$ cat src/hw/rtl/reflow_profile_controller_macros.svh
// Assertion macros for the reflow profile controller.
// Included by the top level; depends on nothing else.
`ifndef REFLOW_PROFILE_CONTROLLER_MACROS_SVH
`define REFLOW_PROFILE_CONTROLLER_MACROS_SVH

`ifndef ASSERT_OFF
`define RPC_ASSERT(lbl, clk, rst_n, prop, msg) \
  lbl: assert property (@(posedge clk) disable iff (!rst_n) prop) else $error(msg);
`define RPC_ASSERT_NEVER(lbl, clk, rst_n, prop, msg) \
  lbl: assert property (@(posedge clk) disable iff (!rst_n) !(prop)) else $error(msg);
`else
`define RPC_ASSERT(lbl, clk, rst_n, prop, msg)
`define RPC_ASSERT_NEVER(lbl, clk, rst_n, prop, msg)
`endif

`endif

$ cat src/hw/rtl/rpc_pkg.sv
// Shared widths, phase codes, register indexes and the configuration struct
// of the reflow profile controller. No dependencies.
package rpc_pkg;

  localparam int FRAME_W = 16;
  localparam int CODE_W  = 13;
  localparam int TEMP_W  = 10;
  localparam int SP_W    = 10;
  localparam int TICK_W  = 9;
  localparam int GAIN_W  = 12;
  localparam int DRIVE_W = 10;
  localparam int PHASE_W = 3;
  localparam int ERR_W   = SP_W + 1;
  localparam int OUT_W   = 24;
  localparam int FRAC_W  = 8;
  localparam int ADDR_W  = 5;
  localparam int DATA_W  = 32;
  localparam int IDX_W   = 3;

  localparam logic [PHASE_W-1:0] PH_HEAT1  = 3'd0;
  localparam logic [PHASE_W-1:0] PH_SOAK   = 3'd1;
  localparam logic [PHASE_W-1:0] PH_HEAT2  = 3'd2;
  localparam logic [PHASE_W-1:0] PH_REFLOW = 3'd3;
  localparam logic [PHASE_W-1:0] PH_COOL   = 3'd4;

  localparam logic [IDX_W-1:0] REG_SOAK_SP     = 3'd0;
  localparam logic [IDX_W-1:0] REG_REFLOW_SP   = 3'd1;
  localparam logic [IDX_W-1:0] REG_SOAK_TICKS  = 3'd2;
  localparam logic [IDX_W-1:0] REG_REFLOW_TICKS = 3'd3;
  localparam logic [IDX_W-1:0] REG_ERROR_GAIN  = 3'd4;
  localparam logic [IDX_W-1:0] REG_FB_GAIN     = 3'd5;

  localparam logic [SP_W-1:0]    RST_SOAK_SP      = 10'd160;
  localparam logic [SP_W-1:0]    RST_REFLOW_SP    = 10'd210;
  localparam logic [TICK_W-1:0]  RST_SOAK_TICKS   = 9'd120;
  localparam logic [TICK_W-1:0]  RST_REFLOW_TICKS = 9'd60;
  localparam logic [GAIN_W-1:0]  RST_ERROR_GAIN   = 12'd791;
  localparam logic [GAIN_W-1:0]  RST_FB_GAIN      = 12'd209;

  localparam logic [DRIVE_W-1:0] DRIVE_MAX = 10'd999;

  typedef struct packed {
    logic [SP_W-1:0]   soak_setpoint;
    logic [SP_W-1:0]   reflow_setpoint;
    logic [TICK_W-1:0] soak_ticks;
    logic [TICK_W-1:0] reflow_ticks;
    logic [GAIN_W-1:0] error_gain;
    logic [GAIN_W-1:0] feedback_gain;
  } cfg_t;

endpackage

$ cat src/hw/rtl/rpc_regs.sv
// APB-style configuration register file of the reflow profile controller.
// Depends on rpc_pkg.
module rpc_regs (
  input  logic                        clk_i,
  input  logic                        rst_ni,
  input  logic                        psel,
  input  logic                        penable,
  input  logic                        pwrite,
  input  logic [rpc_pkg::ADDR_W-1:0]  paddr,
  input  logic [rpc_pkg::DATA_W-1:0]  pwdata,
  output logic [rpc_pkg::DATA_W-1:0]  prdata,
  output logic                        pready,
  output rpc_pkg::cfg_t               cfg_o
);
  import rpc_pkg::*;

  cfg_t             cfg_q;
  logic [IDX_W-1:0] idx;
  logic             wr_en;

  assign idx    = paddr[ADDR_W-1:2];
  assign wr_en  = psel && penable && pwrite;
  assign pready = 1'b1;
  assign cfg_o  = cfg_q;

  always_ff @(posedge clk_i or negedge rst_ni) begin
    if (!rst_ni) begin
      cfg_q.soak_setpoint   <= RST_SOAK_SP;
      cfg_q.reflow_setpoint <= RST_REFLOW_SP;
      cfg_q.soak_ticks      <= RST_SOAK_TICKS;
      cfg_q.reflow_ticks    <= RST_REFLOW_TICKS;
      cfg_q.error_gain      <= RST_ERROR_GAIN;
      cfg_q.feedback_gain   <= RST_FB_GAIN;
    end else if (wr_en) begin
      case (idx)
        REG_SOAK_SP:      cfg_q.soak_setpoint   <= pwdata[SP_W-1:0];
        REG_REFLOW_SP:    cfg_q.reflow_setpoint <= pwdata[SP_W-1:0];
        REG_SOAK_TICKS:   cfg_q.soak_ticks      <= pwdata[TICK_W-1:0];
        REG_REFLOW_TICKS: cfg_q.reflow_ticks    <= pwdata[TICK_W-1:0];
        REG_ERROR_GAIN:   cfg_q.error_gain      <= pwdata[GAIN_W-1:0];
        REG_FB_GAIN:      cfg_q.feedback_gain   <= pwdata[GAIN_W-1:0];
        default: ;
      endcase
    end
  end

  always_comb begin
    prdata = '0;
    case (idx)
      REG_SOAK_SP:      prdata = {{(DATA_W-SP_W){1'b0}}, cfg_q.soak_setpoint};
      REG_REFLOW_SP:    prdata = {{(DATA_W-SP_W){1'b0}}, cfg_q.reflow_setpoint};
      REG_SOAK_TICKS:   prdata = {{(DATA_W-TICK_W){1'b0}}, cfg_q.soak_ticks};
      REG_REFLOW_TICKS: prdata = {{(DATA_W-TICK_W){1'b0}}, cfg_q.reflow_ticks};
      REG_ERROR_GAIN:   prdata = {{(DATA_W-GAIN_W){1'b0}}, cfg_q.error_gain};
      REG_FB_GAIN:      prdata = {{(DATA_W-GAIN_W){1'b0}}, cfg_q.feedback_gain};
      default:          prdata = '0;
    endcase
  end

endmodule

$ cat src/hw/rtl/rpc_seq.sv
// Profile phase sequencer with the saturating soak/reflow tick timer.
// Depends on rpc_pkg.
module rpc_seq #(
  parameter int TIMER_BITS = 9
) (
  input  logic                         clk_i,
  input  logic                         rst_ni,
  input  logic                         step_i,
  input  logic [rpc_pkg::TEMP_W-1:0]   temp_i,
  input  rpc_pkg::cfg_t                cfg_i,
  output logic [rpc_pkg::PHASE_W-1:0]  phase_o
);
  import rpc_pkg::*;

  localparam int CMP_W = (TIMER_BITS > TICK_W) ? TIMER_BITS : TICK_W;
  localparam logic [TIMER_BITS-1:0] TIMER_MAX = {TIMER_BITS{1'b1}};

  logic [PHASE_W-1:0]    phase_q, phase_d, phase;
  logic [TIMER_BITS-1:0] timer_q, timer_d, timer_inc;
  logic                  timer_full, soak_done, reflow_done;

  // Unused codes behave as first heat
  assign phase   = (phase_q > PH_COOL) ? PH_HEAT1 : phase_q;
  assign phase_o = phase;

  assign timer_full  = (timer_q == TIMER_MAX);
  assign timer_inc   = timer_full ? timer_q : timer_q + TIMER_BITS'(1);
  assign soak_done   = (CMP_W'(timer_inc) >= CMP_W'(cfg_i.soak_ticks)) ||
                       (timer_inc == TIMER_MAX);
  assign reflow_done = (CMP_W'(timer_inc) >= CMP_W'(cfg_i.reflow_ticks)) ||
                       (timer_inc == TIMER_MAX);

  always_comb begin
    phase_d = phase;
    timer_d = timer_q;
    case (phase)
      PH_HEAT1: begin
        if (temp_i >= cfg_i.soak_setpoint) begin
          phase_d = PH_SOAK;
          timer_d = '0;
        end
      end
      PH_SOAK: begin
        timer_d = timer_inc;
        if (soak_done) begin
          phase_d = PH_HEAT2;
          timer_d = '0;
        end
      end
      PH_HEAT2: begin
        if (temp_i >= cfg_i.reflow_setpoint) begin
          phase_d = PH_REFLOW;
          timer_d = '0;
        end
      end
      PH_REFLOW: begin
        timer_d = timer_inc;
        if (reflow_done) begin
          phase_d = PH_COOL;
          timer_d = '0;
        end
      end
      default: ;
    endcase
  end

  always_ff @(posedge clk_i or negedge rst_ni) begin
    if (!rst_ni) begin
      phase_q <= PH_HEAT1;
      timer_q <= '0;
    end else if (step_i) begin
      phase_q <= phase_d;
      timer_q <= timer_d;
    end
  end

endmodule

$ cat src/hw/rtl/rpc_ctrl.sv
// First-order controller: u = ge*e_prev + floor(gf*u_prev/256), saturated to
// 24 bits, and the clamped heater drive. Depends on rpc_pkg.
module rpc_ctrl (
  input  logic                         clk_i,
  input  logic                         rst_ni,
  input  logic                         step_i,
  input  logic [rpc_pkg::TEMP_W-1:0]   temp_i,
  input  logic [rpc_pkg::PHASE_W-1:0]  phase_i,
  input  rpc_pkg::cfg_t                cfg_i,
  output logic [rpc_pkg::DRIVE_W-1:0]  drive_o
);
  import rpc_pkg::*;

  localparam int FB_W  = GAIN_W + 1 + OUT_W - FRAC_W;
  localparam int SUM_W = FB_W + 1;
  localparam int WH_W  = OUT_W - FRAC_W;
  localparam int PE_W  = GAIN_W + ERR_W + 1;
  localparam int PF_W  = GAIN_W + OUT_W + 1;
  localparam logic signed [SUM_W-1:0] SAT_HI =
    {{(SUM_W-OUT_W+1){1'b0}}, {(OUT_W-1){1'b1}}};
  localparam logic signed [SUM_W-1:0] SAT_LO = ~SAT_HI;

  logic signed [ERR_W-1:0]          err_q, err_d;
  logic signed [OUT_W-1:0]          u_q, u_d;
  logic signed [GAIN_W:0]           eg_s, fg_s;
  logic signed [PE_W-1:0]           prod_e;
  logic signed [PF_W-1:0]           prod_f;
  logic signed [FB_W-1:0]           fb_sh;
  logic signed [SUM_W-1:0]          sum;
  logic signed [WH_W-1:0]           whole;
  logic [SP_W-1:0]                  sp;

  assign sp = (phase_i == PH_HEAT1 || phase_i == PH_SOAK) ?
              cfg_i.soak_setpoint : cfg_i.reflow_setpoint;

  assign eg_s   = $signed({1'b0, cfg_i.error_gain});
  assign fg_s   = $signed({1'b0, cfg_i.feedback_gain});
  assign prod_e = PE_W'(eg_s) * PE_W'(err_q);
  assign prod_f = PF_W'(fg_s) * PF_W'(u_q);
  // drop the fraction bits: arithmetic shift floors toward minus infinity
  assign fb_sh  = $signed(prod_f[GAIN_W+OUT_W:FRAC_W]);
  assign sum    = SUM_W'(prod_e) + SUM_W'(fb_sh);

  always_comb begin
    if (sum > SAT_HI) begin
      u_d = SAT_HI[OUT_W-1:0];
    end else if (sum < SAT_LO) begin
      u_d = SAT_LO[OUT_W-1:0];
    end else begin
      u_d = sum[OUT_W-1:0];
    end
  end

  assign err_d = $signed({1'b0, sp}) - $signed({1'b0, temp_i});
  assign whole = u_d[OUT_W-1:FRAC_W];

  always_comb begin
    if (phase_i == PH_COOL || whole[WH_W-1]) begin
      drive_o = '0;
    end else if (whole[WH_W-2:0] > (WH_W-1)'(DRIVE_MAX)) begin
      drive_o = DRIVE_MAX;
    end else begin
      drive_o = whole[DRIVE_W-1:0];
    end
  end

  always_ff @(posedge clk_i or negedge rst_ni) begin
    if (!rst_ni) begin
      err_q <= '0;
      u_q   <= '0;
    end else if (step_i) begin
      err_q <= err_d;
      u_q   <= u_d;
    end
  end

endmodule

$ cat src/hw/rtl/reflow_profile_controller.sv
// Top level of the reflow profile controller: input register, temperature
// conversion and result register. Uses rpc_pkg, rpc_regs, rpc_seq, rpc_ctrl.
//
//   channel | direction | handshake            | payload
//   in      | input     | in_valid_i/in_ready_o | raw_frame_i
//   out     | output    | out_valid_o/out_ready_i | drive_o, phase_o, temperature_o
//   cfg     | input     | psel/penable/pwrite  | paddr, pwdata, prdata
//
// One transfer per cycle sustained while the output is not stalled. An input
// transfer reaches result valid via the input register, then controller/sequencer
// into the result register. The multiplier pair in the controller sets the critical path.
// Reset clears control state and loads the register defaults; no clearing pass.
// A stalled output keeps the result; one more item is held in the input register.
`include "reflow_profile_controller_macros.svh"

module reflow_profile_controller #(
  parameter int TIMER_BITS = 9
) (
  input  logic                          clk_i,
  input  logic                          rst_ni,
  input  logic                          in_valid_i,
  output logic                          in_ready_o,
  input  logic [rpc_pkg::FRAME_W-1:0]   raw_frame_i,
  output logic                          out_valid_o,
  input  logic                          out_ready_i,
  output logic [rpc_pkg::DRIVE_W-1:0]   drive_o,
  output logic [rpc_pkg::PHASE_W-1:0]   phase_o,
  output logic [rpc_pkg::TEMP_W-1:0]    temperature_o,
  input  logic                          psel,
  input  logic                          penable,
  input  logic                          pwrite,
  input  logic [rpc_pkg::ADDR_W-1:0]    paddr,
  input  logic [rpc_pkg::DATA_W-1:0]    pwdata,
  output logic [rpc_pkg::DATA_W-1:0]    prdata,
  output logic                          pready
);
  import rpc_pkg::*;

  localparam int SCL_W = CODE_W + 8;

  cfg_t               cfg;
  logic               s1_valid_q;
  logic [FRAME_W-1:0] frame_q;
  logic               out_valid_q;
  logic [DRIVE_W-1:0] drive_q, drive_d;
  logic [PHASE_W-1:0] phase_q, phase_d;
  logic [TEMP_W-1:0]  temp_q, temp_d;
  logic               out_free, step, in_xfer;
  logic [CODE_W-1:0]  code;
  logic [SCL_W-1:0]   scaled;

  assign out_free   = !out_valid_q || out_ready_i;
  assign step       = s1_valid_q && out_free;
  assign in_ready_o = !s1_valid_q || out_free;
  assign in_xfer    = in_valid_i && in_ready_o;

  // code * 255 / 1024, saturated to ten bits
  assign code   = frame_q[FRAME_W-1:FRAME_W-CODE_W];
  assign scaled = {code, 8'b0} - {8'b0, code};
  assign temp_d = scaled[SCL_W-1] ? {TEMP_W{1'b1}} : scaled[SCL_W-2:SCL_W-1-TEMP_W];

  rpc_regs u_regs (
    .clk_i   (clk_i),
    .rst_ni  (rst_ni),
    .psel    (psel),
    .penable (penable),
    .pwrite  (pwrite),
    .paddr   (paddr),
    .pwdata  (pwdata),
    .prdata  (prdata),
    .pready  (pready),
    .cfg_o   (cfg)
  );

  rpc_seq #(
    .TIMER_BITS (TIMER_BITS)
  ) u_seq (
    .clk_i   (clk_i),
    .rst_ni  (rst_ni),
    .step_i  (step),
    .temp_i  (temp_d),
    .cfg_i   (cfg),
    .phase_o (phase_d)
  );

  rpc_ctrl u_ctrl (
    .clk_i   (clk_i),
    .rst_ni  (rst_ni),
    .step_i  (step),
    .temp_i  (temp_d),
    .phase_i (phase_d),
    .cfg_i   (cfg),
    .drive_o (drive_d)
  );

  always_ff @(posedge clk_i or negedge rst_ni) begin
    if (!rst_ni) begin
      s1_valid_q  <= 1'b0;
      out_valid_q <= 1'b0;
    end else begin
      if (in_xfer) begin
        s1_valid_q <= 1'b1;
      end else if (step) begin
        s1_valid_q <= 1'b0;
      end
      if (step) begin
        out_valid_q <= 1'b1;
      end else if (out_ready_i) begin
        out_valid_q <= 1'b0;
      end
    end
  end

  always_ff @(posedge clk_i) begin
    if (in_xfer) begin
      frame_q <= raw_frame_i;
    end
    if (step) begin
      drive_q <= drive_d;
      phase_q <= phase_d;
      temp_q  <= temp_d;
    end
  end

  assign out_valid_o   = out_valid_q;
  assign drive_o       = drive_q;
  assign phase_o       = phase_q;
  assign temperature_o = temp_q;

  `RPC_ASSERT(a_cool_no_drive, clk_i, rst_ni, (out_valid_o && phase_o == PH_COOL) |-> (drive_o == '0), "drive active in cool phase")
  `RPC_ASSERT(a_drive_range, clk_i, rst_ni, out_valid_o |-> (drive_o <= DRIVE_MAX), "drive above limit")
  `RPC_ASSERT_NEVER(a_ready_stall, clk_i, rst_ni, !in_ready_o && !(s1_valid_q && out_valid_q && !out_ready_i), "input stalled without a full pipeline")

endmodule
$ cat config.mk
export PLATFORM = sky130hd
export DESIGN_NAME = reflow_profile_controller
export DESIGN_NICKNAME = d
export VERILOG_FILES = /design/src/hw/rtl/rpc_pkg.sv /design/src/hw/rtl/rpc_regs.sv /design/src/hw/rtl/rpc_seq.sv /design/src/hw/rtl/rpc_ctrl.sv /design/src/hw/rtl/reflow_profile_controller.sv
export VERILOG_INCLUDE_DIRS = /design/src /design/src/hw/rtl
export SDC_FILE = /design/constraint.sdc
export NUM_CORES = 1
export LEC_CHECK = 0
export ABC_AREA = 1
export ABC_CLOCK_PERIOD_IN_PS = 13900
export BUFFER_PORTS_ARGS = -buffer_cell sky130_fd_sc_hd__buf_2
export CORE_AREA = 2 2 169 254
export CTS_BUF_LIST = sky130_fd_sc_hd__clkbuf_8
export CTS_CLUSTER_SIZE = 12
export DETAILED_ROUTE_END_ITERATION = 6
export DIE_AREA = 0 0 171 256
export PLACE_DENSITY_LB_ADDON = 0.08
export SYNTH_ARGS = -nofsm -noshare
export SYNTH_HDL_FRONTEND = slang
export SYNTH_SLANG_ARGS = --single-unit
$ cat constraint.sdc
create_clock -name clk_i -period 13.9 [get_ports clk_i]
set_clock_uncertainty 0.1 [all_clocks]
set_input_delay 2.78 -clock clk_i [delete_from_list [all_inputs] [get_ports clk_i]]
set_output_delay 2.78 -clock clk_i [all_outputs]
set_load 0.05 [all_outputs]
## After elaboration in Yosys (flattened, before gate mapping)

Cells that the tools add are included.
W data, S select, Z words.

- Flip-flop bits (word level): 150
- Input bits: 60
- Output and inout bits: 58
- Word-level logic and storage cells: 91

- $add $sub $neg: 4
- Multiply operators: 2
- Order comparisons: 8
- Equality and inequality tests: 13
- Multiplexer cells: 22
- Reduce and logical (&&, ||, !) cells: 25

Operator list:

| operator | number |
|---|---|
| $pmux W12 S6 | 1 |
| $mux W24 | 2 |
| $mux W9 | 5 |
| $mul A13 B24 Y37 | 1 |
| $pmux W9 S4 | 1 |
| $add A24 B29 Y30 | 1 |
| $gt A30 B24 Y1 const B | 1 |
| $lt A30 B24 Y1 const B | 1 |
| $mux W10 | 3 |
| $mul A13 B11 Y24 | 1 |
| $sub A21 B13 Y21 | 1 |
| $ge A10 B10 Y1 | 2 |
| $eq A9 B9 Y1 const B | 2 |
| $ge A9 B9 Y1 | 2 |
| $gt A15 B10 Y1 const B | 1 |
| $mux W3 | 5 |
| $eq A3 B2 Y1 const B | 4 |
| $pmux W3 S4 | 1 |
| $reduce_and A2 Y1 | 6 |
| $sub A10 B10 Y11 | 1 |
| $add A9 B1 Y9 const B | 1 |
| $eq A3 B3 Y1 const B | 3 |
| $eq A3 B1 Y1 const B | 2 |
| $logic_not A3 Y1 | 2 |
| other kinds (11) | 24 |

## Depth between registers and ports, before layout

- Word-level depth: 7
- Gate-level depth with buffers: 55
- Gate-level depth less buffers: 53

## By module

A second synthesis with hierarchy kept.

- Cells, all modules: 3400
- Area total of the unflattened synthesis: 25757.2 um2

By module, submodules not included:

| module | instances | cells an instance | area each (um2) | sequential area each (um2) |
|---|---|---|---|---|
| rpc_ctrl | 1 | 2502 | 18616.6 | 875.8 |
| rpc_regs | 1 | 408 | 3331.9 | 1581.5 |
| rpc_seq | 1 | 295 | 1940.6 | 300.3 |
| reflow_profile_controller | 1 | 195 | 1868.0 | 1131.1 |

## Least setup slack after synthesis

No wires, ideal clock.

- Path type: register to register
- From: register u_regs.cfg_q, in the netlist u_regs.cfg_o[4]
- To: register drive_q[0] (netlist: drive_o[0]), data pin
- Library setup time: 0.250 ns
- Arrival: 9.470 ns
- Required time: 13.550 ns
- Setup slack: 4.080 ns
- Cell stages (with the launch flop): 48
- Buffers on the path: 3
- Period minus slack after synthesis: 9.820 ns
- Path through: dfstp_2 clkbuf_1 clkbuf_1 nand2_1 fa_1 fa_1 fa_1 inv_1 fa_1 inv_1 fa_1 inv_1 ha_1 a21oi_1 o21ai_0 a21oi_1 inv_1 nand2_1 (+12 left out) nand2_1 nor2_1 nand3_1 nand2_1 nand2_1 nand3_1 nand2_1 nand2_1 nor2_1 nand3_2 nand2_4 buf_6 nand2_1 nand2_1 nor3_4 nand3_1 nand2_1 inv_1

- Word-level cells in the longest chain between the ends: 7
- Elaborated cells between the ends (all ways): 9
- Those cells by class: add/sub: 1; mul: 1; order compare: 3; mux: 3; reduce/logical: 1

RTL lines:

| element | line | text |
|---|---|---|
| start: declaration | rpc_regs.sv:17 | `cfg_t cfg_q;` |
| $mul A13 B24 Y37 * | rpc_ctrl.sv:39 | `assign prod_f = PF_W'(fg_s) * PF_W'(u_q);` |
| $add A24 B29 Y30 * | rpc_ctrl.sv:42 | `assign sum = SUM_W'(prod_e) + SUM_W'(fb_sh);` |
| $lt A30 B24 Y1 | rpc_ctrl.sv:47 | `end else if (sum < SAT_LO) begin` |
| $mux W24 | rpc_ctrl.sv:47 |  |
| $mux W24 * | rpc_ctrl.sv:45 | `if (sum > SAT_HI) begin` |
| $gt A15 B10 Y1 | rpc_ctrl.sv:60 | `end else if (whole[WH_W-2:0] > (WH_W-1)'(DRIVE_MAX)) begin` |
| $mux W10 | rpc_ctrl.sv:60 |  |
| end signal: assignment | reflow_profile_controller.sv:119 | `drive_q <= drive_d;` |
| end: declaration | reflow_profile_controller.sv:45 | `logic [DRIVE_W-1:0] drive_q, drive_d;` |

Every way passes the cells marked *; elsewhere a longest branch is shown, timed or not.
A chain may end at the register's enable or synchronous reset.

## Worst setup path after layout

- From: register u_regs.cfg_q, in the netlist u_regs.cfg_o[6]
- To: register drive_q[8] (netlist: drive_o[8]), data pin

The elaborated chain is that of the path after synthesis.

==> qor.yml <==
status:
  run_status: "finished clean"
detailed_routing:
  post_drt_wl_per_cell_um: 17.2
  drt_first_pass_iters: 7
  drt_iter0_drc: 1059
  drtAntennaViolNets: 0
  route.detailed.drc: 0
  wl_mm: 64.9
  avgViaCountPerCell: 5.21
  detailroute.via_count: 19700
min_path:
  timing.hold.worst_path_depth: 2
  hold_end: "u_regs.cfg_o[39]"
  min_from: "u_regs.cfg_o[39]"
  kind_of_path_behind_the_tightest_hold_check: "reg -> reg"
logic_synthesis:
  synthTopCellsByArea: "sky130_fd_sc_hd__fa_1, sky130_fd_sc_hd__inv_1, sky130_fd_sc_hd__nand2_1"
  number_of_library_cell_types_mapped_by_synthesis: 55
  synth.yosys.seq_area_share_pct: 15.8
  synth_top_flop_cell: "sky130_fd_sc_hd__dfrtp_1"
  synth.largest_area_cell: "sky130_fd_sc_hd__fa_1"
  synth_common_cells: "sky130_fd_sc_hd__inv_1, sky130_fd_sc_hd__nand2_1, sky130_fd_sc_hd__fa_1, sky130_fd_sc_hd__ha_1, sky130_fd_sc_hd__o21ai_0"
  post_synth_instance_area_um2: 24600
  synth_top_area_share_pct: 30.2
  synth_cells: 3210
  ys.warnings.count: 0
  async_flop_share_pct: 75.5
  synth_most_common_cell: "sky130_fd_sc_hd__inv_1"
  synth_edf_count: 36
  syn_area_per_cell_um2: 7.67
  synth_seq_cells: 147
die:
  floorplan.initialDensity_pct: 59.1
  placementRows: 92
  design.portCount: 118
  die_height_um: 256
  design.die.area_um2: 43800
  die_x_um: 171
  coreArea_um2: 41700
global_routing:
  globalRoute.totalOverflow: 0
  grt_start_max_net_pins: 69
  grt_pass1_wl_mm: 106
  grt_pass1_vias: 21000
  antenna_found_initial: 1
  gr-usage-all-layers_pct: 31.4
critical_path:
  r2r_slack_ns: 2.77
  critical_path.startpoint_type: "flip-flop"
  worstReg2RegEnd: "drive_o[8]"
  worst-endpoint-required_ns: 14.06
  path_max_fanout: 25
  worstSetupPathType: "reg -> reg"
  timing.reg2reg.worst_path_depth: 45
  crit_slowest_cell: "sky130_fd_sc_hd__dfstp_2"
  cp_slowest_stage_delay_ns: 0.96
  cp_data_arrival_time_ns: 11.29
  critical_path.reg2reg.startpoint: "u_regs.cfg_o[6]"
  worst_setup_path_end_kind: "flip-flop"
run:
  cap_violations: 0
layout:
  syn_to_final_growth_pct: 4.41
  drive_above_1_share_pct: 5.84
  num-fill-cells: 3915
  final_net_count: 3858
timing:
  setup_violations: 0
  period_minus_slack_ns: 11.13
  fin_crit_sh_pct: 80.1
  rsz0062_at_grt: "false"
  setup-tns-final_ns: 0
  worst_slew_pin_tran_ns: 1.15
  max_freq_ghz: 0.0898
  max_slew_margin_pct: 22.6
  final_max_tran_viols: 0
  finalHoldViolations: 0
place:
  gp_congestion: 0.965
  detailed_placement_wirelength_estimate_mm: 55.3
  io_buffers: 71
clock_tree:
  clkLatencyLatePin_ns: 0.50
  cts_tree: "built"
  setup_fix_bufs_post_cts: 0
  root_buffer: "sky130_fd_sc_hd__clkbuf_8"
  total_number_of_h_tree_levels: 4
  clkSinkCount: 147
  clk_transition_reported_paths_ns: 0.09
  cts_buf_count: 17
  clk_path_buf_depth: 2
  postCtsHoldBufs: 0
  postCtsResizedCells: 0
-- metrics by stage --
stage	cells	area [um2]	utilization [%]	setup slack (ns)	hold WS [ns]
final	3785	25700	61.7	2.77	0.404
after global routing	3785	25700	61.7	2.16	0.436
after CTS	3784	25700	61.7	2.77	0.408
after detailed placement	3752	25300	60.7	2.82	0.394
after global placement	3752	25300	60.7	2.82	0.390
after floorplan	3229	24700	-	4.08	0.372
-- cell usage in the layout, fill, tap and decap left out, drive strengths merged, types with 9 or more instances in the layout --
| cell | instances |
|---|---|
| o21ai | 133 |
| ha | 219 |
| buf | 85 |
| a21oi | 98 |
| conb | 21 |
| a22oi | 10 |
| xnor2 | 23 |
| clkbuf | 21 |
| nor2 | 137 |
| nand3 | 72 |
| fa | 372 |
| o22ai | 9 |
| nor3 | 18 |
| edfxtp | 36 |
| dfstp | 24 |
| nand2 | 837 |
| o211ai | 9 |
| inv | 890 |
| xor2 | 39 |
| dfrtp | 87 |
| nand4 | 16 |
-- how the worst max path moves through the flow --
stage	from	to	slack [ns]	cells past startpoint
5_1_grt	u_regs.cfg_o[4]	drive_o[7]	2.16	46
2_1_floorplan	u_regs.cfg_o[4]	drive_o[0]	4.08	47
4_1_cts	u_regs.cfg_o[4]	drive_o[7]	2.77	46
6_report	u_regs.cfg_o[6]	drive_o[8]	2.77	45
3_5_place_dp	u_regs.cfg_o[6]	drive_o[7]	2.82	45
3_3_place_gp	u_regs.cfg_o[6]	drive_o[7]	2.82	47
-- sequential cells by signal (all words and copies together) (netlist names), 3 cells and up --
register and cells:
drive_o 10, frame_q 13, phase_o 3, temperature_o 10
u_ctrl.err_q 11, u_ctrl.u_q 24, u_regs.cfg_o 62, u_seq.phase_q 3
u_seq.timer_q 9
-- layout make-up --
class                           count  area (um2)  area share, %
Timing Repair Buffer               85         463           1.80
Antenna cell                        1        2.50        0.00973
Clock buffer                       21         289           1.12
Tap cell                          564         706           2.74
Clock inverter                     11         111          0.433
Sequential cell                   147        3890           15.1
Multi-Input combinational cell   2073       16900           65.9
Inverter                          883        3310           12.9
-- cells by family after synthesis --
kind of cell    share of synthesized area, %
other cells                           0.0305
flops                                   15.8
compound gates                          6.68
fa+ha+maj                               41.4
buf+inv                                 15.7
xor+xnor                                2.21
mux                                   0.0915
simple gates                            18.1
-- routing by layer --
| layer | track usage (%) | vias up | part of all wire [%] |
|---|---|---|---|
| met5 | 0 | - | 0 |
| met2 | 59.6 | 500 | 55 |
| met3 | 2.69 | 188 | 2.9 |
| li1 | - | 9409 | - |
| met4 | 16.1 | 0 | 5.4 |
| met1 | 34.0 | 9631 | 36 |
-- worst max-delay path: cells and delay by family, from the launching register on --
kind / cells / cell delay [ns]
AO/OA/AOI/OAI: 5 / 1.18
adder cells (fa/ha/maj): 12 / 5.42
flip-flops: 1 / 0.96
buffers and inverters: 11 / 0.73
AND/OR/NAND/NOR: 16 / 2.08
XOR/XNOR: 1 / 0.38
Power is not shown: default switching activity piles up to over one toggle a cycle in this logic, so the estimate is an artifact.
